===== src/sv/segclass_pkg.sv =====
`default_nettype none

package segclass_pkg;

  localparam int unsigned COORD_BITS_DEF      = 16;
  localparam int unsigned PARAM_FRAC_BITS_DEF = 16;

  typedef enum logic [1:0] {
    REL_COLLINEAR = 2'd0,
    REL_PARALLEL  = 2'd1,
    REL_CROSS     = 2'd2,
    REL_NO_CROSS  = 2'd3
  } rel_e;

endpackage

`default_nettype wire


===== src/sv/segclass_norm.sv =====
`default_nettype none

// Two stages: make the denominator positive, then classify the pair and
// prepare the first quotient bit of both divisions.
module segclass_norm import segclass_pkg::*; #(
  parameter int unsigned COORD_BITS      = COORD_BITS_DEF,
  parameter int unsigned PARAM_FRAC_BITS = PARAM_FRAC_BITS_DEF,
  localparam int unsigned CW = 2 * COORD_BITS + 2,
  localparam int unsigned MW = 2 * COORD_BITS + 1,
  localparam int unsigned QW = PARAM_FRAC_BITS + 1
) (
  input  wire logic                 clk_i,
  input  wire logic                 rst_ni,
  input  wire logic                 valid_i,
  output logic                      stall_o,
  input  wire logic signed [CW-1:0] den_i,
  input  wire logic signed [CW-1:0] tnum_i,
  input  wire logic signed [CW-1:0] snum_i,
  output logic                      valid_o,
  input  wire logic                 stall_i,
  output rel_e                      rel_o,
  output logic [MW-1:0]             den_o,
  output logic [MW-1:0]             rt_o,
  output logic [MW-1:0]             rs_o,
  output logic [QW-1:0]             qt_o,
  output logic [QW-1:0]             qs_o
);

  logic v1_q, v2_q;
  logic en1, en2;

  logic                 neg;
  logic signed [CW-1:0] dabs;
  logic                 dz_d, sz_d;
  logic                 dz_q, sz_q;
  logic [MW-1:0]        dmag_d, dmag_q;
  logic signed [CW-1:0] tn_d, sn_d, tn_q, sn_q;

  logic          t_ok, s_ok, t_full, s_full;
  rel_e          rel_d, rel_q;
  logic [MW-1:0] rt_d, rs_d, rt_q, rs_q, den2_q;
  logic [QW-1:0] qt_d, qs_d, qt_q, qs_q;

  assign en2     = !v2_q || !stall_i;
  assign en1     = !v1_q || en2;
  assign stall_o = !en1;

  assign neg    = den_i[CW-1];
  assign dabs   = neg ? -den_i : den_i;
  assign dmag_d = dabs[MW-1:0];
  assign tn_d   = neg ? -tnum_i : tnum_i;
  assign sn_d   = neg ? -snum_i : snum_i;
  assign dz_d   = (den_i == '0);
  assign sz_d   = (snum_i == '0);

  assign t_ok   = !tn_q[CW-1] && ($unsigned(tn_q) <= {1'b0, dmag_q});
  assign s_ok   = !sn_q[CW-1] && ($unsigned(sn_q) <= {1'b0, dmag_q});
  assign t_full = (tn_q[MW-1:0] == dmag_q);
  assign s_full = (sn_q[MW-1:0] == dmag_q);

  always_comb begin
    if (dz_q) begin
      rel_d = sz_q ? REL_COLLINEAR : REL_PARALLEL;
    end else if (t_ok && s_ok) begin
      rel_d = REL_CROSS;
    end else begin
      rel_d = REL_NO_CROSS;
    end
  end

  // A numerator equal to the denominator gives the integer bit and leaves
  // no remainder.
  assign qt_d = {{(QW-1){1'b0}}, t_full};
  assign qs_d = {{(QW-1){1'b0}}, s_full};
  assign rt_d = t_full ? '0 : tn_q[MW-1:0];
  assign rs_d = s_full ? '0 : sn_q[MW-1:0];

  always_ff @(posedge clk_i or negedge rst_ni) begin
    if (!rst_ni) begin
      v1_q <= 1'b0;
      v2_q <= 1'b0;
    end else begin
      if (en1) v1_q <= valid_i;
      if (en2) v2_q <= v1_q;
    end
  end

  always_ff @(posedge clk_i) begin
    if (en1 && valid_i) begin
      dz_q   <= dz_d;
      sz_q   <= sz_d;
      dmag_q <= dmag_d;
      tn_q   <= tn_d;
      sn_q   <= sn_d;
    end
    if (en2 && v1_q) begin
      rel_q  <= rel_d;
      den2_q <= dmag_q;
      rt_q   <= rt_d;
      rs_q   <= rs_d;
      qt_q   <= qt_d;
      qs_q   <= qs_d;
    end
  end

  assign valid_o = v2_q;
  assign rel_o   = rel_q;
  assign den_o   = den2_q;
  assign rt_o    = rt_q;
  assign rs_o    = rs_q;
  assign qt_o    = qt_q;
  assign qs_o    = qs_q;

endmodule

`default_nettype wire


===== config.mk =====
export PLATFORM = sky130hd
export DESIGN_NAME = segclass_norm
export DESIGN_NICKNAME = d
export VERILOG_FILES = /design/src/sv/segclass_pkg.sv /design/src/sv/segclass_norm.sv
export SDC_FILE = /design/constraint.sdc
export NUM_CORES = 1
export LEC_CHECK = 0
export BUFFER_PORTS_ARGS = -buffer_cell sky130_fd_sc_hd__buf_2
export CORE_MARGIN = 1
export CORE_UTILIZATION = 24
export CTS_BUF_LIST = sky130_fd_sc_hd__clkbuf_4 sky130_fd_sc_hd__clkbuf_8 sky130_fd_sc_hd__clkbuf_16
export CTS_CLUSTER_SIZE = 14
export DETAILED_ROUTE_END_ITERATION = 8
export SYNTH_ARGS = -nofsm -noshare
export SYNTH_HDL_FRONTEND = slang
export SYNTH_SLANG_ARGS = --single-unit

===== constraint.sdc =====
create_clock -name clk_i -period 19.46 [get_ports clk_i]
set_input_delay 2.919 -clock clk_i [delete_from_list [all_inputs] [get_ports clk_i]]
set_output_delay 2.919 -clock clk_i [all_outputs]
set_load 0.01 [all_outputs]

==> out/metrics.yaml <==
outcome: "finished clean"
path_cells: "buf_2 > nand3_1 > inv_1 > buf_2"
drive_above_1_share: 0.256
die_area_sq_um: 44800
mostFrequentLayoutCells: "210 x buf_2, 206 x edfxtp_1, 94 x xnor2_1, 69 x ha_1, 64 x and2_1"
finalPower_w: 0.00119
timing.critical_path.to_type: "output port"
cp-endpoint: "stall_o"
clock_latency_ns: 0.53
drtAntennaViolNets: 0
start_kind: "input port"
regToRegSetupSlack_ns: 16.27
fin_skew_ns: 0.0168
grt_pass1_vias: 7092
ys_warn_count: 0
min-delay-start: "dmag_q[21]$_DFFE_PP_"
core_area_sq_um: 43200
via_count: 7177
layout_commonest_cell: "buf_2"
vias_per_cell: 4.36
min_path_type: "flip-flop to flip-flop"
tritoncts: "done"
post_cts_buffers: 0
synth-xor-area-share: 0.0789
ctsHoldBuffers: 0
leakage_nw: 5.01
r2r_cells: 8
p_sw_w: 0.000296
p_comb_frac: 0.129
pwr-share-seq: 0.470
vdd_drop_max_mv: 0.0523
rr_startpoint: "dmag_q[31]$_DFFE_PP_"
worst_path_largest_cell_delay_ns: 0.12
post_drt_wl_per_cell_um: 18.7
path_max_fanout: 3
clock_power_share: 0.401
slew_viol_final: 0
synthFlopType: "edfxtp_1"
place.gp.congestion: 0.810
worst_pin_slew_ns: 1.06
syn_area_sq_um: 10500
finalSetupViolCount: 0
drtPass1Iterations: 4
top_level_ports: 243
cts_htree_levels: 1
numCtsBuffers: 25
switching_share: 0.249
synth.ff_latch_count: 208
synth.area.mux_share: 0
cts_sinks: 208
slew_headroom: 0.295
synthSimpleGateAreaFrac: 0.114
synth-edff-count: 206
synth_compound_area_frac: 0.0878
grt_overflow: 0
drt_iter0_drc: 378
p_per_area_nw_per_um2: 91.3
rsz0062_at_grt: "false"
drc: 0
portBuffers: 210
setup-tns-final_ns: 0
cpMostUsedCell: "buf_2"
postSynthCellCount: 812
grt_pass1_wl_um: 43600
synthAdderAreaFrac: 0.0818
cts_resized: 0
die_x_um: 212
grt_max_degree: 98
cts-root-buf: "clkbuf_16"
critPathRequiredTime_ns: 16.54
internal_power_w: 0.000896
start_util: 0.244
area_growth_pct: 23.7
synth_top_family_by_area: "simple AND/OR/NAND/NOR gates"
syn_avg_cell_area_sq_um: 13.0
cp.arrival_ns: 3.33
clk_path_buf_depth: 3
hold_violations: 0
antenna_found_initial: 19
crit_slowest_cell: "buf_2"
drv_cap: 0
rr_endpoint: "rs_o[17]$_SDFFCE_PP0P_"
crit_type: "input port to output port"
num_rows: 76
dpl.hpwl_um: 23600
drt-total-wl_um: 30800
async_reset_ff_frac: 0.00962
startpoint: "stall_i"
fin_nets: 1212
post_synth_num_cell_types: 49
yosysSeqAreaShare: 0.591
post-route-period-util: 0.321
finalCriticalPeriod_ns: 6.25
die_height_um: 212
max_freq_ghz: 0.160
track_usage: 0.134
clkTransAtPathRegs_ns: 0.06
## sequential cells by signal, summed over array words and instances (netlist names)
register,flops
qs_o,1
v1_q,1
dmag_q,33
dz_q,1
rs_o,33
qt_o,1
tn_q,34
rt_o,33
rel_o,2
sz_q,1
sn_q,34
valid_o,1
den_o,33
## Yosys cell counts (13+ instances only)
cell type | count | area (sq um)
clkbuf_1 | 16 | 60.1
o31ai_1 | 29 | 218
o21ai_0 | 38 | 190
inv_1 | 47 | 176
nand3_1 | 14 | 70.1
xnor2_1 | 94 | 823
nor2_1 | 13 | 48.8
edfxtp_1 | 206 | 6190
a21oi_1 | 21 | 105
ha_1 | 69 | 863
or3_1 | 13 | 81.3
o41ai_1 | 14 | 123
nand2_1 | 36 | 135
and2_1 | 65 | 407
or4_1 | 13 | 97.6
buf_4 | 32 | 240
## per-layer routing
metal | vias up | global-route usage | share of wire
met3 | 67 | 0.0454 | 0.078
met1 | 3466 | 0.162 | 0.42
met2 | 206 | 0.223 | 0.47
li1 | 3412 | - | -
met4 | 26 | 0.0420 | 0.021
met5 | - | 0 | 0.0055
## kinds of logic (layout without fill, tap and decap cells)
group,Yosys count,in the layout
DFF,208,208
and+or+nand+nor,207,207
adders and majority gates,69,69
other,1,39
xor gates and xnor gates,95,95
AOI/OAI and AO/OA,135,135
buffers and inverters,97,308
## area by class of cell
cell class / count / area, sq um
Inverter: 47 / 176
Tap cell: 585 / 732
Clock buffer: 28 / 648
Clock inverter: 16 / 181
Antenna cell: 7 / 17.5
Sequential cell: 208 / 6240
Timing Repair Buffer: 217 / 1100
Fill cell: 4402 / 30100
Multi-Input combinational cell: 538 / 3960
## through the flow
| stage | setup slack, ns | hold slack [ns] | area [sq um] | std cells | util |
|---|---|---|---|---|---|
| detailed placement | 13.20 | 0.432 | 12200 | 1595 | 0.283 |
| floorplan | 8.39 | 0.426 | 10700 | 843 | - |
| global placement | 13.19 | 0.435 | 12200 | 1595 | 0.283 |
| CTS | 13.20 | 0.447 | 13000 | 1639 | 0.302 |
| global route | 13.18 | 0.456 | 13000 | 1642 | 0.302 |
| finish | 13.21 | 0.445 | 13100 | 1646 | 0.302 |
## worst max-delay path, delay by kind of cell
kind	cells	cell delay, ns
buffers and inverters	3	0.31
AND/OR/NAND/NOR	1	0.11
## power groups by stage
stage                logic, W  registers [W]  clock network (W)
floorplan           0.0000866       0.000578                  0
global placement     0.000151       0.000570                  0
detailed placement   0.000155       0.000570                  0
CTS                  0.000156       0.000561           0.000495
global route         0.000173       0.000564           0.000511
finish               0.000154       0.000560           0.000478
## worst min-delay path by stage
| stage | endpoint | slack, ns | depth (start not counted) |
|---|---|---|---|
| after floorplan | den_o[10]$_DFFE_PP_ | 0.43 | 0 |
| after global placement | den_o[11]$_DFFE_PP_ | 0.44 | 0 |
| after detailed placement | den_o[21]$_DFFE_PP_ | 0.43 | 0 |
| after CTS | den_o[21]$_DFFE_PP_ | 0.45 | 0 |
| after global routing | den_o[24]$_DFFE_PP_ | 0.46 | 0 |
| final | den_o[21]$_DFFE_PP_ | 0.44 | 0 |
(Power assumes the default switching activity.)
