===== src/sv/segclass_pkg.sv =====
`default_nettype none

package segclass_pkg;

  localparam int unsigned COORD_BITS_DEF      = 16;
  localparam int unsigned PARAM_FRAC_BITS_DEF = 16;

  typedef enum logic [1:0] {
    REL_COLLINEAR = 2'd0,
    REL_PARALLEL  = 2'd1,
    REL_CROSS     = 2'd2,
    REL_NO_CROSS  = 2'd3
  } rel_e;

endpackage

`default_nettype wire


===== src/sv/segclass_div_step.sv =====
`default_nettype none

// One restoring division step for both parameters, one register stage.
module segclass_div_step import segclass_pkg::*; #(
  parameter int unsigned MW = 2 * COORD_BITS_DEF + 1,
  parameter int unsigned QW = PARAM_FRAC_BITS_DEF + 1
) (
  input  wire logic          clk_i,
  input  wire logic          rst_ni,
  input  wire logic          valid_i,
  output logic               stall_o,
  input  wire rel_e          rel_i,
  input  wire logic [MW-1:0] den_i,
  input  wire logic [MW-1:0] rt_i,
  input  wire logic [MW-1:0] rs_i,
  input  wire logic [QW-1:0] qt_i,
  input  wire logic [QW-1:0] qs_i,
  output logic               valid_o,
  input  wire logic          stall_i,
  output rel_e               rel_o,
  output logic [MW-1:0]      den_o,
  output logic [MW-1:0]      rt_o,
  output logic [MW-1:0]      rs_o,
  output logic [QW-1:0]      qt_o,
  output logic [QW-1:0]      qs_o
);

  logic          v_q, en;
  logic [MW:0]   rt2, rs2, rt_sub, rs_sub;
  logic          t_ge, s_ge;
  rel_e          rel_q;
  logic [MW-1:0] den_q, rt_q, rs_q;
  logic [QW-1:0] qt_q, qs_q;

  assign en      = !v_q || !stall_i;
  assign stall_o = !en;

  // The remainder stays below the denominator, so the shifted value is
  // below twice the denominator and one subtraction suffices.
  assign rt2    = {rt_i, 1'b0};
  assign rs2    = {rs_i, 1'b0};
  assign rt_sub = rt2 - {1'b0, den_i};
  assign rs_sub = rs2 - {1'b0, den_i};
  assign t_ge   = !rt_sub[MW];
  assign s_ge   = !rs_sub[MW];

  always_ff @(posedge clk_i or negedge rst_ni) begin
    if (!rst_ni) begin
      v_q <= 1'b0;
    end else if (en) begin
      v_q <= valid_i;
    end
  end

  always_ff @(posedge clk_i) begin
    if (en && valid_i) begin
      rel_q <= rel_i;
      den_q <= den_i;
      rt_q  <= t_ge ? rt_sub[MW-1:0] : rt2[MW-1:0];
      rs_q  <= s_ge ? rs_sub[MW-1:0] : rs2[MW-1:0];
      qt_q  <= {qt_i[QW-2:0], t_ge};
      qs_q  <= {qs_i[QW-2:0], s_ge};
    end
  end

  assign valid_o = v_q;
  assign rel_o   = rel_q;
  assign den_o   = den_q;
  assign rt_o    = rt_q;
  assign rs_o    = rs_q;
  assign qt_o    = qt_q;
  assign qs_o    = qs_q;

endmodule

`default_nettype wire


===== config.mk =====
export PLATFORM = sky130hd
export DESIGN_NAME = segclass_div_step
export DESIGN_NICKNAME = d
export VERILOG_FILES = /design/src/sv/segclass_pkg.sv /design/src/sv/segclass_div_step.sv
export SDC_FILE = /design/constraint.sdc
export NUM_CORES = 1
export LEC_CHECK = 0
export CORE_AREA = 2 2 149 151
export DETAILED_ROUTE_END_ITERATION = 10
export DIE_AREA = 0 0 151 153
export DONT_BUFFER_PORTS = 1
export PLACE_DENSITY_LB_ADDON = 0.3
export SLEW_MARGIN = 20
export SYNTH_ARGS = -nofsm -noshare
export SYNTH_HDL_FRONTEND = slang
export SYNTH_SLANG_ARGS = --single-unit
export TNS_END_PERCENT = 5

===== constraint.sdc =====
create_clock -name clk_i -period 9.5 [get_ports clk_i]
set_input_delay 1.425 -clock clk_i [delete_from_list [all_inputs] [get_ports clk_i]]
set_output_delay 1.425 -clock clk_i [all_outputs]
set_load 0.01 [all_outputs]

==> flow_metrics.env, run 1 <==
export IMPL_final_area_um2=9338
export IMPL_setup_tns_ps=0
export IMPL_period_share_pct=54.95
export IMPL_synthCells=723
export IMPL_ys_seq_area_share_pct=47.87
export IMPL_synth_edf_count=135
export IMPL_critical_path_arrival_ps=5370
export IMPL_outcome="completed"
export IMPL_area_growth_pct=9.589
export IMPL_port_buffers=0
export IMPL_die_w_um=151
export IMPL_ys_flop_type="edfxtp_1"
export IMPL_final_common_cell="edfxtp_1"
export IMPL_postCtsHoldBufs=0
export IMPL_ir_drop_uv=95.17
export IMPL_fin_crit_ps=5220
export IMPL_p_leak_nw=3.702
export IMPL_startpoint="den_i[2]"
export IMPL_grt_util_all_layers_pct=18.35
export IMPL_layout_cells_non_filler=1021
export IMPL_critPathCaptureType="flip-flop"
export IMPL_met1_usage_pct=23.06
export IMPL_clockBufferDepth=2
export IMPL_core_area_um2=21490
export IMPL_htree_levels=4
export IMPL_vias=5662
export IMPL_drc=0
export IMPL_max_freq_mhz=191.6
export IMPL_required_ps=9650
export IMPL_grt_max_degree=72
export IMPL_die_area_um2=23100
export IMPL_rr_endpoint="den_o[28]"
export IMPL_grt_busiest_layer="met2"
export IMPL_use_met2_pct=29.72
export IMPL_setup_worst_path_class="input pin to flip-flop"
export IMPL_grt_pass1_vias=5646
export IMPL_vias_per_cell=5.546
export IMPL_cp_start_kind="input pin"
export IMPL_mostFrequentLayoutCells="135 x edfxtp_1, 64 x ha_1, 57 x a21oi_1"
export IMPL_overflow=0
export IMPL_max_stage_delay_ps=670
export IMPL_cts_tree="built"
export IMPL_pwr_density_cell_nw_per_um2=195.9
export IMPL_rows=54
export IMPL_place_congestion=0.8675
export IMPL_antenna_found_initial=0
export IMPL_crit_slowest_cell="and4_1"
export IMPL_whs_ps=698.8
export IMPL_n_antenna_cell=0
export IMPL_io_pins=276
export IMPL_crit_path_end="rt_o[6]"
export IMPL_clkSinkCount=136
export IMPL_cts_root_buf="clkbuf_16"
export IMPL_tightest_slew_ps=984.1
export IMPL_wl_per_cell_um=21.06
export IMPL_r2r_cells=3
export IMPL_dp_cells=989
export IMPL_ff2ff_setup_slack_ps=7520
export IMPL_async_flop_share_pct=0.7353
export IMPL_max_slew_margin_pct=34.39
export IMPL_fp_dieH_um=153
export IMPL_final_setup_viol_count=0
export IMPL_ys_warn_count=0
export IMPL_cap_violations=0
export IMPL_netlist_cell_type_count=63
export IMPL_cp_max_fo=23
export IMPL_drv_slew=0
export IMPL_timing_rr_start="valid_o"
export IMPL_path_cells="inv_1 > ha_1 > o21a_1 > o31a_1 > o2111ai_1 > a211oi_2 > nor4_2 > nor2_1 > and4_1 > or2_1 > inv_2 > mux2_1"
export IMPL_placed_cell_area_um2=8757
export IMPL_post_cts_resized=0
export IMPL_clock_latency_ps=410
export IMPL_cts_setup_buffers=0
export IMPL_hold_class="input pin to asynchronous set/reset pin"
export IMPL_dp_hpwl_um=16450
export IMPL_drt_iter0_drc=308
export IMPL_wirelength_um=21510
export IMPL_rsz0062_at_grt="no"
export IMPL_fin_skew_ps=9.354
export IMPL_ys_ff_latch=136
export IMPL_postRouteAntennaNets=0
export IMPL_numCtsBuffers=17
export IMPL_initial_utilization_pct=39.66
export IMPL_avgSynthCellArea_um2=11.79
export IMPL_hold_viol_final=0
export IMPL_grt_first_pass_wirelength_um=31970
export IMPL_synth_fp_nets=928
export IMPL_syn_area_um2=8521
export IMPL_dr_pass1_iters=4
export IMPL_grtUsageMet3_pct=6.806
export IMPL_drive_gt1_share_pct=12.96
export IMPL_clk_pin_slew_ps=70
export IMPL_final_nets=933
export IMPL_fin_util_pct=43.46
[report_power, final]
| group | switching, mW | internal, mW | leakage [nW] | total (mW) |
|---|---|---|---|---|
| logic | 0.204 | 0.176 | 2.12 | 0.380 |
| clock network | 0.296 | 0.372 | 0.286 | 0.669 |
| registers | 0.0459 | 0.735 | 1.30 | 0.781 |
| total | 0.546 | 1.28 | 3.70 | 1.83 |
[cells by family (layout without fill, tap and decap cells)]
family	after synthesis	count (layout)	share of synthesized area, %
buffers and inverters	66	84	3.847
AND/OR/NAND/NOR	140	140	8.546
XOR/XNOR	51	51	5.242
AO/OA/AOI/OAI	205	205	15.68
adder cells (fa/ha/maj)	66	66	9.868
multiplexers	59	59	8.943
flip-flops	136	136	47.87
[state kept, by name, summed over array words and instances (netlist names)]
name / count
den_o: 33
rel_o: 2
qs_o: 17
rt_o: 33
valid_o: 1
rs_o: 33
qt_o: 17
[synthesized netlist by cell type, drive strengths merged (12+ instances only)]
cell type	instances	area [um^2]
nor2	34	127.6
a21o	25	187.7
xor2	12	105.1
o21ai	49	249.0
ha	64	800.8
xnor2	39	341.6
a21oi	57	285.3
nand2	30	120.1
inv	49	183.9
and3	13	81.33
a31oi	14	87.58
edfxtp	135	4054
mux2	53	701.9
[worst max-delay path, delay by kind of cell]
family	cells	cell delay [ps]
adders and majority gates	1	340
and+or+nand+nor	4	1610
AOI/OAI and AO/OA	4	1060
buffers and inverters	2	490
muxes	1	430
[metal layers]
metal	up-vias	share of wire [%]	routed length [um]
met3	20	8.2	1759
met2	219	47	10100
met5	-	0	0
met1	2649	43	9283
li1	2774	-	-
met4	0	1.7	361
[worst min-delay path by stage]
stage / startpoint / endpoint
floorplan: valid_o / valid_o
global placement: valid_o / valid_o
detailed placement: valid_o / valid_o
CTS: rst_ni / valid_o
global route: rst_ni / valid_o
finish: rst_ni / valid_o
[through the flow]
step	setup WS [ps]	power [mW]
after CTS	4241	1.849
after floorplan	1282	1.110
after global routing	4056	1.919
after detailed placement	3813	1.174
after global placement	3865	1.170
final	4280	1.830
[cell type report]
class	count	area (um^2)
Sequential cell	136	4079
Tap cell	280	350.3
Clock inverter	15	155.1
Inverter	49	183.9
Fill cell	1985	12150
Clock buffer	17	425.4
Multi-Input combinational cell	521	4121
Timing Repair Buffer	3	22.52
Note: power is estimated with default switching activity, not from simulation.
==> run 2, diff against run 1 <==
==> constraint.sdc (replaced) <==
create_clock -name clk_i -period 5 [get_ports clk_i]
set_input_delay 0.75 -clock clk_i [delete_from_list [all_inputs] [get_ports clk_i]]
set_output_delay 0.75 -clock clk_i [all_outputs]
set_load 0.01 [all_outputs]
==> run 2 against run 1 <==
Effect of this change:
- power up 90%
- largest power group unchanged
- clock-buffer cell count unchanged
- core utilization increased by 0.12 points
- sequential cell count unchanged
==> flow_metrics.env, run 2 (synthesis gave the netlist of run 1 again) <==
export IMPL_cp_max_fo=33
export IMPL_period_share_pct=76.58
export IMPL_critPathCaptureType="flip-flop"
export IMPL_setup_tns_ps=0
export IMPL_max_slew_margin_pct=33.67
export IMPL_area_growth_pct=9.883
export IMPL_grt_max_degree=76
export IMPL_rsz0062_at_grt="no"
export IMPL_route_met2_wl_um=9921
export IMPL_drv_slew=0
export IMPL_fin_util_pct=43.58
export IMPL_clock_latency_ps=420
export IMPL_port_buffers=0
export IMPL_final_common_cell="edfxtp_1"
export IMPL_fin_ws_ps=1171
export IMPL_ff2ff_setup_slack_ps=3000
export IMPL_max_freq_mhz=261.2
export IMPL_grt_util_all_layers_pct=18.24
export IMPL_die_area_um2=23100
export IMPL_antenna_found_initial=0
export IMPL_hold_viol_final=0
export IMPL_die_w_um=151
export IMPL_drive_gt1_share_pct=13.04
export IMPL_cts_setup_buffers=0
export IMPL_post_cts_resized=0
export IMPL_vias_per_cell=5.563
export IMPL_final_nets=936
export IMPL_dr_pass1_iters=5
export IMPL_cp_start_kind="input pin"
export IMPL_pwr_density_cell_nw_per_um2=371.9
export IMPL_total_power_mw=3.482
export IMPL_ir_drop_uv=189.4
export IMPL_critical_path_arrival_ps=3990
export IMPL_fin_crit_ps=3829
export IMPL_dp_slack_ps=732.6
export IMPL_grt_pass1_vias=5679
export IMPL_drt_iter0_drc=244
export IMPL_numCtsBuffers=17
export IMPL_tightest_slew_ps=994.9
export IMPL_fin_skew_ps=8.063
export IMPL_n_antenna_cell=0
export IMPL_wl_met1_um=9274
export IMPL_required_ps=5160
export IMPL_clockBufferDepth=2
export IMPL_drc=0
export IMPL_cts_tree="built"
export IMPL_fp_dieH_um=153
export IMPL_setup_worst_path_class="input pin to flip-flop"
export IMPL_clk_pin_slew_ps=70
export IMPL_io_pins=276
export IMPL_postRouteAntennaNets=0
export IMPL_cts_root_buf="clkbuf_16"
export IMPL_overflow=0
export IMPL_vias=5696
export IMPL_grt_first_pass_wirelength_um=31790
export IMPL_hold_class="input pin to flip-flop"
export IMPL_wl_per_cell_um=20.95
export IMPL_postCtsHoldBufs=0
export IMPL_rows=54
export IMPL_dp_hpwl_um=16150
export IMPL_core_area_um2=21490
export IMPL_final_setup_viol_count=0
export IMPL_mostFrequentLayoutCells="135 x edfxtp_1, 64 x ha_1, 57 x a21oi_1"
export IMPL_initial_utilization_pct=39.66
export IMPL_place_congestion=0.8703
export IMPL_filler_cell_count=1997
export IMPL_clkSinkCount=136
export IMPL_outcome="completed"
export IMPL_htree_levels=4
export IMPL_dr_wl_met3_um=1730
export IMPL_cap_violations=0
export IMPL_p_leak_nw=3.711
export IMPL_route_top_layer_used="met4"
export IMPL_wirelength_um=21460
run 2: final timing paths:
check / start / to / cells after the start
worst min register to register: valid_o / valid_o / 2
min in group asynchronous: rst_ni / valid_o / 1
max in group asynchronous: rst_ni / valid_o / 1
worst max-delay path: den_i[6] / rs_o[15] / 10
worst max register to register: valid_o / rt_o[15] / 3
worst min-delay path: den_i[25] / den_o[25] / 0
run 2: layout make-up:
| class | instances | area, um^2 | share of cell area, % |
|---|---|---|---|
| Multi-Input combinational cell | 521 | 4121 | 44.02 |
| Sequential cell | 136 | 4079 | 43.57 |
| Clock buffer | 17 | 425.4 | 4.544 |
| Tap cell | 280 | 350.3 | 3.742 |
| Inverter | 49 | 183.9 | 1.964 |
| Clock inverter | 15 | 155.1 | 1.657 |
| Timing Repair Buffer | 6 | 47.55 | 0.5078 |
run 2: where the power goes:
group	switching (mW)	total, mW	internal (mW)
Clock	0.570	1.28	0.707
Combinational	0.385	0.721	0.337
Sequential	0.0870	1.48	1.40
Total	1.04	3.48	2.44
run 2: critical path, cell delays in order:
cell and delay (ps):
inv_1 50, ha_1 370, a2111o_1 450, o211ai_2 230
o21ai_2 140, a41o_2 340, a311oi_4 390, mux2i_1 380
nand2_4 410, mux2_4 440
run 2: metal layers:
metal  vias to the layer above  GRT usage (%)
li1                       2771              -
met1                      2691          22.69
met2                       210          29.11
met3                        24          6.358
met4                         0          6.898
met5                         -              0
run 2: per-stage QoR:
step | hold slack (ps) | instance area [um^2] | cells
2_1_floorplan | 454.4 | 8523 | 723
3_3_place_gp | 454.5 | 8772 | 991
3_5_place_dp | 454.4 | 8772 | 991
4_1_cts | 2.839 | 9353 | 1023
5_1_grt | 396.8 | 9363 | 1024
6_report | 417.7 | 9363 | 1024
